===== config.mk =====
export PLATFORM = sky130hd
export DESIGN_NAME = parallel_port_rx_fifo_flow_control
export DESIGN_NICKNAME = d
export VERILOG_FILES = /design/src/hdl/pprx_pkg.sv /design/src/hdl/pprx_ctrl.sv /design/src/hdl/pprx_datapath.sv /design/src/hdl/parallel_port_rx_fifo_flow_control.sv
export SDC_FILE = /design/constraint.sdc
export NUM_CORES = 2
export LEC_CHECK = 0
export BUFFER_PORTS_ARGS = -buffer_cell sky130_fd_sc_hd__buf_4
export CAP_MARGIN = 20
export CELL_PAD_IN_SITES_DETAIL_PLACEMENT = 1
export CELL_PAD_IN_SITES_GLOBAL_PLACEMENT = 2
export CORE_UTILIZATION = 55
export CTS_CLUSTER_DIAMETER = 60
export DETAILED_ROUTE_END_ITERATION = 8
export PLACE_DENSITY = 0.83
export SETUP_SLACK_MARGIN = 0.3
export SKIP_LAST_GASP = 1
export SLEW_MARGIN = 20
export SYNTH_ARGS = -nofsm -noshare
export SYNTH_HDL_FRONTEND = slang
export SYNTH_SLANG_ARGS = --single-unit

===== constraint.sdc =====
create_clock -name clk -period 24.1 [get_ports clk]
set_clock_uncertainty 0.1 [all_clocks]
set_input_delay 7.23 -clock clk [delete_from_list [all_inputs] [get_ports clk]]
set_output_delay 7.23 -clock clk [all_outputs]
set_load 0.01 [all_outputs]

===== src/hdl/pprx_pkg.sv =====
// pprx_pkg: shared types, codes and sizes for the parallel port receive fifo
// used by pprx_ctrl, pprx_datapath and parallel_port_rx_fifo_flow_control
package pprx_pkg;

    localparam int FIFO_DEPTH = 512;
    localparam int PTR_W      = $clog2(FIFO_DEPTH);
    localparam int CNT_W      = $clog2(FIFO_DEPTH + 1);
    localparam int LVL_W      = 10;
    localparam int TMO_W      = 16;
    localparam int CFG_IDX_W  = 3;
    localparam int CFG_DATA_W = 16;

    // operation codes
    localparam logic [1:0] OP_STROBE = 2'd0;
    localparam logic [1:0] OP_READ   = 2'd1;
    localparam logic [1:0] OP_TICK   = 2'd2;
    localparam logic [1:0] OP_CLEAR  = 2'd3;

    // register indexes
    localparam logic [CFG_IDX_W-1:0] CFG_PORT_LOCKED    = 3'd0;
    localparam logic [CFG_IDX_W-1:0] CFG_MODERATE_LEVEL = 3'd1;
    localparam logic [CFG_IDX_W-1:0] CFG_CRITICAL_LEVEL = 3'd2;
    localparam logic [CFG_IDX_W-1:0] CFG_RECOVERY_LEVEL = 3'd3;
    localparam logic [CFG_IDX_W-1:0] CFG_TIMEOUT_MS     = 3'd4;

    localparam logic [LVL_W-1:0] MODERATE_RESET = 10'd307;
    localparam logic [LVL_W-1:0] CRITICAL_RESET = 10'd409;
    localparam logic [LVL_W-1:0] RECOVERY_RESET = 10'd256;
    localparam logic [TMO_W-1:0] TIMEOUT_RESET  = 16'd5000;

    typedef struct packed {
        logic [1:0] operation;
        logic [7:0] strobe_byte;
        logic       read_last;
    } in_item_t;

    typedef struct packed {
        logic             busy_res;
        logic             ack_pulse;
        logic             read_valid;
        logic [7:0]       read_byte;
        logic [CNT_W-1:0] fill_level;
        logic             critical_active;
        logic             overflow_drop;
        logic             timed_out;
    } out_item_t;

    // controller to datapath commands
    typedef struct packed {
        logic capture;
        logic push;
        logic pop;
        logic tick;
        logic clear;
    } dp_cmd_t;

    typedef struct packed {
        logic                  valid;
        logic [CFG_IDX_W-1:0]  index;
        logic [CFG_DATA_W-1:0] data;
    } cfg_wr_t;

endpackage


===== src/hdl/pprx_ctrl.sv =====
// pprx_ctrl: two-state sequencer, accept then execute one word
// depends on pprx_pkg
module pprx_ctrl
    import pprx_pkg::*;
(
    input  logic       clk,
    input  logic       rst_n,
    input  logic       start,
    input  logic [1:0] operation,
    output logic       busy,
    output logic       done,
    output dp_cmd_t    cmd
);

    localparam logic ST_IDLE = 1'b0;
    localparam logic ST_EXEC = 1'b1;

    logic       state_reg, state_next;
    logic [1:0] op_reg;
    logic       done_reg;

    always_comb
    begin
        state_next = state_reg;
        unique case (state_reg)
            ST_IDLE: if (start) state_next = ST_EXEC;
            ST_EXEC: state_next = ST_IDLE;
            default: state_next = ST_IDLE;
        endcase
    end

    always_comb
    begin
        cmd         = '0;
        cmd.capture = (state_reg == ST_IDLE) && start;
        if (state_reg == ST_EXEC)
        begin
            unique case (op_reg)
                OP_STROBE: cmd.push  = 1'b1;
                OP_READ:   cmd.pop   = 1'b1;
                OP_TICK:   cmd.tick  = 1'b1;
                OP_CLEAR:  cmd.clear = 1'b1;
                default:   cmd.clear = 1'b1;
            endcase
        end
    end

    always_ff @(posedge clk or negedge rst_n)
    begin
        if (!rst_n)
        begin
            state_reg <= ST_IDLE;
            op_reg    <= OP_STROBE;
            done_reg  <= 1'b0;
        end
        else
        begin
            state_reg <= state_next;
            done_reg  <= (state_reg == ST_EXEC);
            if (cmd.capture)
                op_reg <= operation;
        end
    end

    assign busy = (state_reg == ST_EXEC);
    assign done = done_reg;

endmodule


===== src/hdl/pprx_datapath.sv =====
// pprx_datapath: byte fifo memory, pointers, flow-control flags and config registers
// depends on pprx_pkg
module pprx_datapath
    import pprx_pkg::*;
(
    input  logic      clk,
    input  logic      rst_n,
    input  in_item_t  item,
    input  dp_cmd_t   cmd,
    input  cfg_wr_t   cfg,
    output out_item_t result
);

    logic [7:0] mem [FIFO_DEPTH];
    logic [7:0] rdata_reg;

    logic [7:0]       data_reg;
    logic             last_reg;
    logic [PTR_W-1:0] rd_ptr_reg, rd_ptr_next;
    logic [PTR_W-1:0] wr_ptr_reg, wr_ptr_next;
    logic [CNT_W-1:0] count_reg, count_next;
    logic             busy_flag_reg, busy_flag_next;
    logic             crit_reg, crit_next;
    logic [TMO_W-1:0] elapsed_reg, elapsed_next;
    logic [TMO_W-1:0] elapsed_inc;
    logic             burst_reg, burst_next;
    logic             mem_we;

    logic             locked_reg;
    logic [LVL_W-1:0] moderate_reg, critical_reg, recovery_reg;
    logic [TMO_W-1:0] timeout_reg;

    out_item_t result_reg, result_next;

    always_ff @(posedge clk or negedge rst_n)
    begin
        if (!rst_n)
        begin
            locked_reg   <= 1'b0;
            moderate_reg <= MODERATE_RESET;
            critical_reg <= CRITICAL_RESET;
            recovery_reg <= RECOVERY_RESET;
            timeout_reg  <= TIMEOUT_RESET;
        end
        else if (cfg.valid)
        begin
            unique case (cfg.index)
                CFG_PORT_LOCKED:    locked_reg   <= cfg.data[0];
                CFG_MODERATE_LEVEL: moderate_reg <= cfg.data[LVL_W-1:0];
                CFG_CRITICAL_LEVEL: critical_reg <= cfg.data[LVL_W-1:0];
                CFG_RECOVERY_LEVEL: recovery_reg <= cfg.data[LVL_W-1:0];
                CFG_TIMEOUT_MS:     timeout_reg  <= cfg.data[TMO_W-1:0];
                default:            ;
            endcase
        end
    end

    // head byte is read every cycle; writes only land in the execute cycle
    always_ff @(posedge clk)
    begin
        if (mem_we)
            mem[wr_ptr_reg] <= data_reg;
        rdata_reg <= mem[rd_ptr_reg];
    end

    always_ff @(posedge clk)
    begin
        if (cmd.capture)
        begin
            data_reg <= item.strobe_byte;
            last_reg <= item.read_last;
        end
    end

    assign elapsed_inc = (elapsed_reg != '1) ? elapsed_reg + 1'b1 : elapsed_reg;

    always_comb
    begin
        rd_ptr_next    = rd_ptr_reg;
        wr_ptr_next    = wr_ptr_reg;
        count_next     = count_reg;
        busy_flag_next = busy_flag_reg;
        crit_next      = crit_reg;
        elapsed_next   = elapsed_reg;
        burst_next     = burst_reg;
        mem_we         = 1'b0;
        result_next    = '0;

        if (cmd.push && !locked_reg)
        begin
            if (count_reg >= CNT_W'(FIFO_DEPTH))
            begin
                busy_flag_next            = 1'b1;
                result_next.overflow_drop = 1'b1;
            end
            else
            begin
                mem_we                = 1'b1;
                wr_ptr_next           = (wr_ptr_reg == PTR_W'(FIFO_DEPTH - 1)) ? '0
                                        : wr_ptr_reg + 1'b1;
                count_next            = count_reg + 1'b1;
                result_next.ack_pulse = 1'b1;
                if (count_next >= critical_reg)
                begin
                    if (!crit_reg)
                    begin
                        crit_next    = 1'b1;
                        elapsed_next = '0;
                    end
                    busy_flag_next = 1'b1;
                end
                else if (crit_reg)
                begin
                    // critical hysteresis releases only below moderate
                    if (count_next < moderate_reg)
                    begin
                        crit_next      = 1'b0;
                        busy_flag_next = 1'b0;
                    end
                    else
                        busy_flag_next = 1'b1;
                end
                else
                    busy_flag_next = (count_next >= moderate_reg);
            end
        end

        if (cmd.pop)
        begin
            if (count_reg != '0)
            begin
                result_next.read_byte  = rdata_reg;
                result_next.read_valid = 1'b1;
                rd_ptr_next = (rd_ptr_reg == PTR_W'(FIFO_DEPTH - 1)) ? '0
                              : rd_ptr_reg + 1'b1;
                count_next  = count_reg - 1'b1;
                burst_next  = 1'b1;
            end
            if (last_reg)
            begin
                if (burst_next && (count_next < recovery_reg || count_next < moderate_reg))
                    busy_flag_next = 1'b0;
                burst_next = 1'b0;
            end
        end

        if (cmd.tick && crit_reg)
        begin
            elapsed_next = elapsed_inc;
            if (elapsed_inc >= timeout_reg)
            begin
                rd_ptr_next           = '0;
                wr_ptr_next           = '0;
                count_next            = '0;
                crit_next             = 1'b0;
                elapsed_next          = '0;
                busy_flag_next        = 1'b0;
                result_next.timed_out = 1'b1;
            end
        end

        if (cmd.clear)
        begin
            rd_ptr_next    = '0;
            wr_ptr_next    = '0;
            count_next     = '0;
            busy_flag_next = 1'b0;
        end

        result_next.busy_res        = busy_flag_next;
        result_next.fill_level      = count_next;
        result_next.critical_active = crit_next;
    end

    always_ff @(posedge clk or negedge rst_n)
    begin
        if (!rst_n)
        begin
            rd_ptr_reg    <= '0;
            wr_ptr_reg    <= '0;
            count_reg     <= '0;
            busy_flag_reg <= 1'b0;
            crit_reg      <= 1'b0;
            elapsed_reg   <= '0;
            burst_reg     <= 1'b0;
        end
        else
        begin
            rd_ptr_reg    <= rd_ptr_next;
            wr_ptr_reg    <= wr_ptr_next;
            count_reg     <= count_next;
            busy_flag_reg <= busy_flag_next;
            crit_reg      <= crit_next;
            elapsed_reg   <= elapsed_next;
            burst_reg     <= burst_next;
        end
    end

    always_ff @(posedge clk)
    begin
        if (cmd.push || cmd.pop || cmd.tick || cmd.clear)
            result_reg <= result_next;
    end

    assign result = result_reg;

endmodule


===== src/hdl/parallel_port_rx_fifo_flow_control.sv =====
// parallel_port_rx_fifo_flow_control: top level, controller plus datapath
// depends on pprx_pkg, pprx_ctrl, pprx_datapath
//
//  channel   handshake                  payload
//  input     start / busy               item   (in_item_t)
//  result    done (one-cycle strobe)    result (out_item_t)
//  config    cfg_valid / cfg_ready      cfg_index, cfg_data
//
// each word is accepted, then executed in the execute state, which does the fifo
// access and threshold compares; the head byte comes from the registered read
// port of the 512 x 8 fifo memory, fetched during the accept edge
// the result strobes done in the cycle after execute, when busy is already low
// rst_n is asynchronous; the fifo is empty after reset with no clearing pass
// results cannot be held off; cfg_ready is always high
module parallel_port_rx_fifo_flow_control
    import pprx_pkg::*;
(
    input  logic                  clk,
    input  logic                  rst_n,
    input  logic                  start,
    output logic                  busy,
    input  in_item_t              item,
    output logic                  done,
    output out_item_t             result,
    input  logic                  cfg_valid,
    output logic                  cfg_ready,
    input  logic [CFG_IDX_W-1:0]  cfg_index,
    input  logic [CFG_DATA_W-1:0] cfg_data
);

    dp_cmd_t cmd;
    cfg_wr_t cfg;

    assign cfg_ready = 1'b1;
    assign cfg.valid = cfg_valid;
    assign cfg.index = cfg_index;
    assign cfg.data  = cfg_data;

    pprx_ctrl u_ctrl (
        .clk       (clk),
        .rst_n     (rst_n),
        .start     (start),
        .operation (item.operation),
        .busy      (busy),
        .done      (done),
        .cmd       (cmd)
    );

    pprx_datapath u_dp (
        .clk    (clk),
        .rst_n  (rst_n),
        .item   (item),
        .cmd    (cmd),
        .cfg    (cfg),
        .result (result)
    );

    a_accept_exec: assert property (@(posedge clk) disable iff (!rst_n)
        start && !busy |=> busy)
        else $error("accepted word did not enter execute");

    a_exec_done: assert property (@(posedge clk) disable iff (!rst_n)
        busy |=> done && !busy)
        else $error("execute cycle did not produce a result");

    a_fill_bound: assert property (@(posedge clk) disable iff (!rst_n)
        done |-> result.fill_level <= CNT_W'(FIFO_DEPTH))
        else $error("fill level beyond fifo depth");

    a_timeout_flush: assert property (@(posedge clk) disable iff (!rst_n)
        done && result.timed_out |-> result.fill_level == '0 && !result.critical_active
                                     && !result.busy_res)
        else $error("timeout did not flush the fifo");

endmodule


# After elaboration in Yosys (flattened, before gate mapping)
# Memories as Yosys holds them, arrays and structs flattened. A register that Yosys moved wholly into a read port is not among the register bits.
# Index checks and enable logic that the tools add are counted.
# W data, S select, Z words.
[classes]
n_addsub = 5
n_lt_le_gt_ge = 7
n_eq_ne = 12
muxes = 61
n_bitwise = 1
reduce_logical = 21
[op_table]
columns = ["op", "count"]
rows = [
  ["$mux W9", 13],
  ["$mux W16", 7],
  ["$mux W10", 8],
  ["$mux W1", 31],
  ["$lt A10 B10 Y1", 3],
  ["$ge A10 B10 Y1", 2],
  ["$add A9 B1 Y9 const B", 2],
  ["$eq A9 B9 Y1 const B", 2],
  ["$add A16 B1 Y16 const B", 1],
  ["$ge A16 B16 Y1", 1],
  ["$ne A16 B16 Y1 const B", 1],
  ["$reduce_and A2 Y1", 6],
  ["$add A10 B1 Y10 const B", 1],
  ["$ge A10 B10 Y1 const B", 1],
  ["$reduce_bool A10 Y1", 1],
  ["$sub A10 B1 Y10 const B", 1],
  ["$eq A3 B2 Y1 const B", 2],
  ["$eq A2 B2 Y1 const B", 2],
  ["$logic_and A1 B1 Y1", 4],
  ["$logic_or A1 B1 Y1", 4],
  ["$mux W4", 1],
  ["$ne A2 B2 Y1 const B", 2],
  ["$reduce_and A4 Y1", 1],
  ["$reduce_bool A2 Y1", 2],
  ["8 further kinds", 8],
]
[totals]
ff_bits = 131
mem_bits_rw = 4096
in_bits = 34
output_inout_bits = 27
memories = 1
[mem_list]
columns = ["memory", "words", "width", "rd", "rd_clocked_by_memory_dff", "wr", "line", "source"]
rows = [
  ["u_dp.mem", 512, 8, 1, 1, 1, "pprx_datapath.sv:14", "logic [7:0] mem [FIFO_DEPTH];"],
]

# Logic depth before layout (Yosys ltp)
[logic_depth]
word_depth = 16
mapped_depth = 20
ltp_nobuf = 18

# Modules after synthesis
# Synthesis repeated with hierarchy kept, for this count alone.
[hier_totals]
hier_cells = 8156
hier_area_um2 = 166709.9
[by_module_without_submodules]
columns = ["mod", "instances", "cells_per_inst", "area_per_inst_um2"]
rows = [
  ["pprx_datapath", 1, 8141, 166514.7],
  ["pprx_ctrl", 1, 13, 183.9],
  ["parallel_port_rx_fifo_flow_control", 1, 2, 11.3],
]

# Worst setup path after synthesis
# No wires, ideal clock.
[synth_timing]
path_type = "in2reg"
start = "input port start"
end = "register u_ctrl.op_reg[0]"
setup_ps = 125
t_arrival_ps = 8205
required_time_ps = 23875
slack_ps = 15670
stages = 2
path_cell_list = "nor2b_1 mux2_2"
[synth_between]
elab_chain_cells = 1
[synth_rtl]
columns = ["item", "line", "source"]
rows = [
  ["start: declaration", "parallel_port_rx_fifo_flow_control.sv:20", "input logic start,"],
  ["$logic_and A1 B1 Y1", "pprx_ctrl.sv:35", "cmd.capture = (state_reg == ST_IDLE) && start;"],
  ["end signal: assignment", "pprx_ctrl.sv:61", "op_reg <= operation;"],
  ["end: declaration", "pprx_ctrl.sv:19", "logic [1:0] op_reg;"],
]
# No other way between the ends.
# A chain may end at the register's enable or synchronous reset.

# Worst setup path in the final report
[layout_timing]
start = "register u_dp.result_reg (netlist bit u_dp.result[8])"
end = "output port result[8] (netlist name)"
[layout_rtl]
columns = ["item", "line", "source"]
rows = [
  ["start: declaration", "pprx_datapath.sv:33", "out_item_t result_reg, result_next;"],
  ["start signal: assignment", "pprx_datapath.sv:202", "result_reg <= result_next;"],
  ["end: declaration", "parallel_port_rx_fifo_flow_control.sv:24", "output out_item_t result,"],
]
# No word-level cell between the ends.

==> PnR_summary.wiki <==
{| class="wikitable"
! Metric !! Value
|-
| Worst slew margin || 0.148
|-
| Worst reg2reg startpoint || u_dp.rd_ptr_reg[0]
|-
| Final net count || between 8,000 and 9,000
|-
| Via count of the first global-routing pass || 88,053
|-
| Final number of hold-violating endpoints || 0
|-
| Detailed-route vias per instance || 6.85
|-
| GRT Overall Usage || 0.310
|-
| Proportion of synthesized flip-flops having asynchronous set or reset || 0.0231
|-
| Initial antenna violation count || 35
|-
| Hold Path Stages || 1
|-
| Max-slew violation count || 0
|-
| Slowest cell on the critical path || edfxtp_1
|-
| Skew-Pair Late Insertion Delay || 1000 ps
|-
| Arr. time, crit path || roughly 1500 ps
|-
| Final critical-path share of the clock period || 0.367
|-
| I/O Pins || 61
|-
| Maximum level of the CTS H-tree || 5
|-
| Pint || 13,600 µW
|-
| Count of hold buffers inserted by post-cts repair || 0
|-
| Fraction of final layout cells sized beyond drive strength 1 || 0.227
|-
| Number of cell rows || 201
|-
| Share of total power consumed by net switching || 0.273
|-
| Horizontal die dimension || approximately 550 µm
|-
| Average detailed-routed wire length per instance || 37.9 µm
|-
| Count of final setup violators || 0
|-
| Design Power || 18,700 µW
|-
| Longest individual stage delay on the worst path || 380 ps
|-
| R2r setup slk || about 17,000 ps
|-
| Cell Chain, Critical Path || buf_4
|-
| Initial core utilization || 0.555
|-
| Synthesized area per cell || 20.9 µm²
|-
| Largest cells by area after synthesis || edfxtp_1, mux4_2, mux2i_1
|-
| Flop and latch count out of synthesis || 4,235
|-
| Bufs on Longest Clock Path || 4
|-
| Cell count of the worst reg-to-reg path || 12
|-
| Top-count cell post-synth || edfxtp_1
|-
| Net Count, Synth || approximately 8,100
|-
| Post-detail-place hpwl || 277 mm
|-
| Largest driver fanout on the critical path || 1
|-
| Sequential share of power || 0.440
|-
| Cell area power density || 101 nW/µm²
|-
| CTS clock-pin slew for the worst setup and hold paths || 60 ps
|-
| Global-route wire length before repair || 669 mm
|-
| Reg-to-reg endpoint || u_dp.rdata_reg[6]
|-
| Length of the first detailed-routing pass in iterations || 5
|-
| 1st-iter DRT viols || 11,340
|-
| Final weighted congestion in routability-driven placement || approximately 0.84
|-
| Data required time at the worst endpoint || 16,770 ps
|-
| Largest net degree at the start of global routing || 214
|-
| Relative area change from synthesis to final layout || 11.0%
|-
| Cell family with most CP delay || flip-flops
|-
| Overflow left after global routing || 0
|-
| Path category of the worst min-delay check || reg -> reg
|-
| Total die area || 305,000 µm²
|-
| Cell count after synthesis || ~8,000
|-
| Total Routed Length || around 480 mm
|-
| Number of buffers added on ports || 59
|-
| Static leakage power || 0.0578 µW
|-
| Core Footprint || 301,000 µm²
|-
| Most frequent cells after synthesis || edfxtp_1, mux4_2, nor2_1
|-
| Post-synthesis cell type with the largest combined area || edfxtp_1
|-
| Vertical die dimension || 553 µm
|-
| Actual slew at the worst max-slew pin || 1280 ps
|-
| Final period demand of the worst path || 8850 ps
|-
| Setup TNS after final layout || 0 ps
|-
| Clock tree from TritonCTS || built
|-
| Vias post-DR || 85,775
|-
| Worst ir drop on vdd || approximately 0.000079 V
|-
| Count of buffer and inverter cells on the critical path || 1
|-
| Number of buffers added by the clock tree synthesis step || roughly 430
|-
| Maxcap violations || 0
|-
| PostCTS Resize Cnt || 0
|-
| Maximum clock frequency || roughly 110 MHz
|-
| RSZ-0062 raised after global routing || no
|-
| Status || completed
|-
| Startpoint class of the critical path || flip-flop
|-
| Kind of critical path || reg -> out
|-
| Synth top area share || 0.743
|-
| Number of nets with antenna violations after detailed routing || 0
|-
| Clock power frac || 0.357
|-
| Largest register FFs || 4,096
|-
| Combinational group share of total power || 0.202
|-
| Total number of yosys warnings || 0
|-
| Critical path launch point || u_dp.result[8]
|-
| Number of design rule violations left after detail routing || 0
|-
| Power dissipated by switching net loads || 5100 µW
|-
| Critical path capture point type || primary output
|-
| Clock root buffer || clkbuf_16
|-
| Count of cell types in the netlist || 80
|-
| Launch instance of the worst min-delay path || u_dp.recovery_reg[3]
|-
| Count of flip-flops with a built-in enable after synthesis || just over 4,000
|-
| Prevailing post-synth register cell || edfxtp_1
|-
| Total standard cell area after synthesis || between 150,000 and 200,000 µm²
|-
| Number of buffers inserted to repair setup after CTS || 0
|-
| Sequential share of the synthesized area || 0.759
|-
| Clock tree sinks || ~4,200
|-
| End point of the worst hold path || u_dp.recovery_reg[3]
|}
power by group through the flow:
stage	clock, µW	sequential, µW	combinational (µW)
2_1_floorplan	0	8410	2750
3_3_place_gp	0	8360	3660
3_5_place_dp	0	8370	3740
4_1_cts	6710	8210	3780
5_1_grt	6940	8220	3940
6_report	6670	8210	3780
final cells by class:
cell class,count,area (µm²)
Antenna cell,31,77.6
Clock buffer,500,11100
Clock inverter,281,2910
Fill cell,24476,116000
Inverter,66,265
Multi-Input combinational cell,3213,37100
Sequential cell,4235,127000
Tap cell,3958,4950
Timing Repair Buffer,238,2060
through the flow:
stage	util	std cells	hold slack [ps]	worst slack, ps	area [µm²]
floorplan	-	7998	319	15670	167000
global placement	0.568	11706	392	15090	171000
detailed placement	0.568	11708	403	15090	171000
CTS	0.615	12489	416	15190	185000
global route	0.615	12499	429	15200	185000
finish	0.616	12522	414	15250	185000
worst max-delay path by stage:
| stage | endpoint | depth (start not counted) |
|---|---|---|
| floorplan | u_ctrl.op_reg[0] | 2 |
| global placement | u_dp.critical_reg[0] | 5 |
| detailed placement | u_dp.critical_reg[0] | 5 |
| CTS | result[8] | 1 |
| global route | result[8] | 1 |
| finish | result[8] | 1 |
cells in the final DEF, fill, tap and decap left out, types with 43 or more instances in the layout:
cell type	instances
edfxtp_1	4129
clkinv_2	73
inv_1	61
o21ai_0	139
clkbuf_1	63
clkbuf_16	429
buf_4	214
a21oi_1	121
ha_1	64
dfrtp_1	74
a221oi_1	43
mux4_1	48
mux4_2	993
nor2_1	620
bufinv_16	44
nand2_1	258
o22ai_1	63
clkinv_1	111
mux2i_1	295
cells by family after synthesis:
group                      synth area share
other                             0.0000225
and+or+nand+nor                      0.0277
buffers and inverters                0.0198
adders and majority gates           0.00480
DFF                                   0.759
AOI/OAI and AO/OA                    0.0250
muxes                                 0.161
xor gates and xnor gates            0.00247
per-layer routing:
layer | track usage | part of all wire
met5 | 0 | 0.00032
met4 | 0.128 | 0.044
met3 | 0.0698 | 0.10
met2 | 0.486 | 0.48
met1 | 0.426 | 0.38
(Power assumes the default switching activity.)
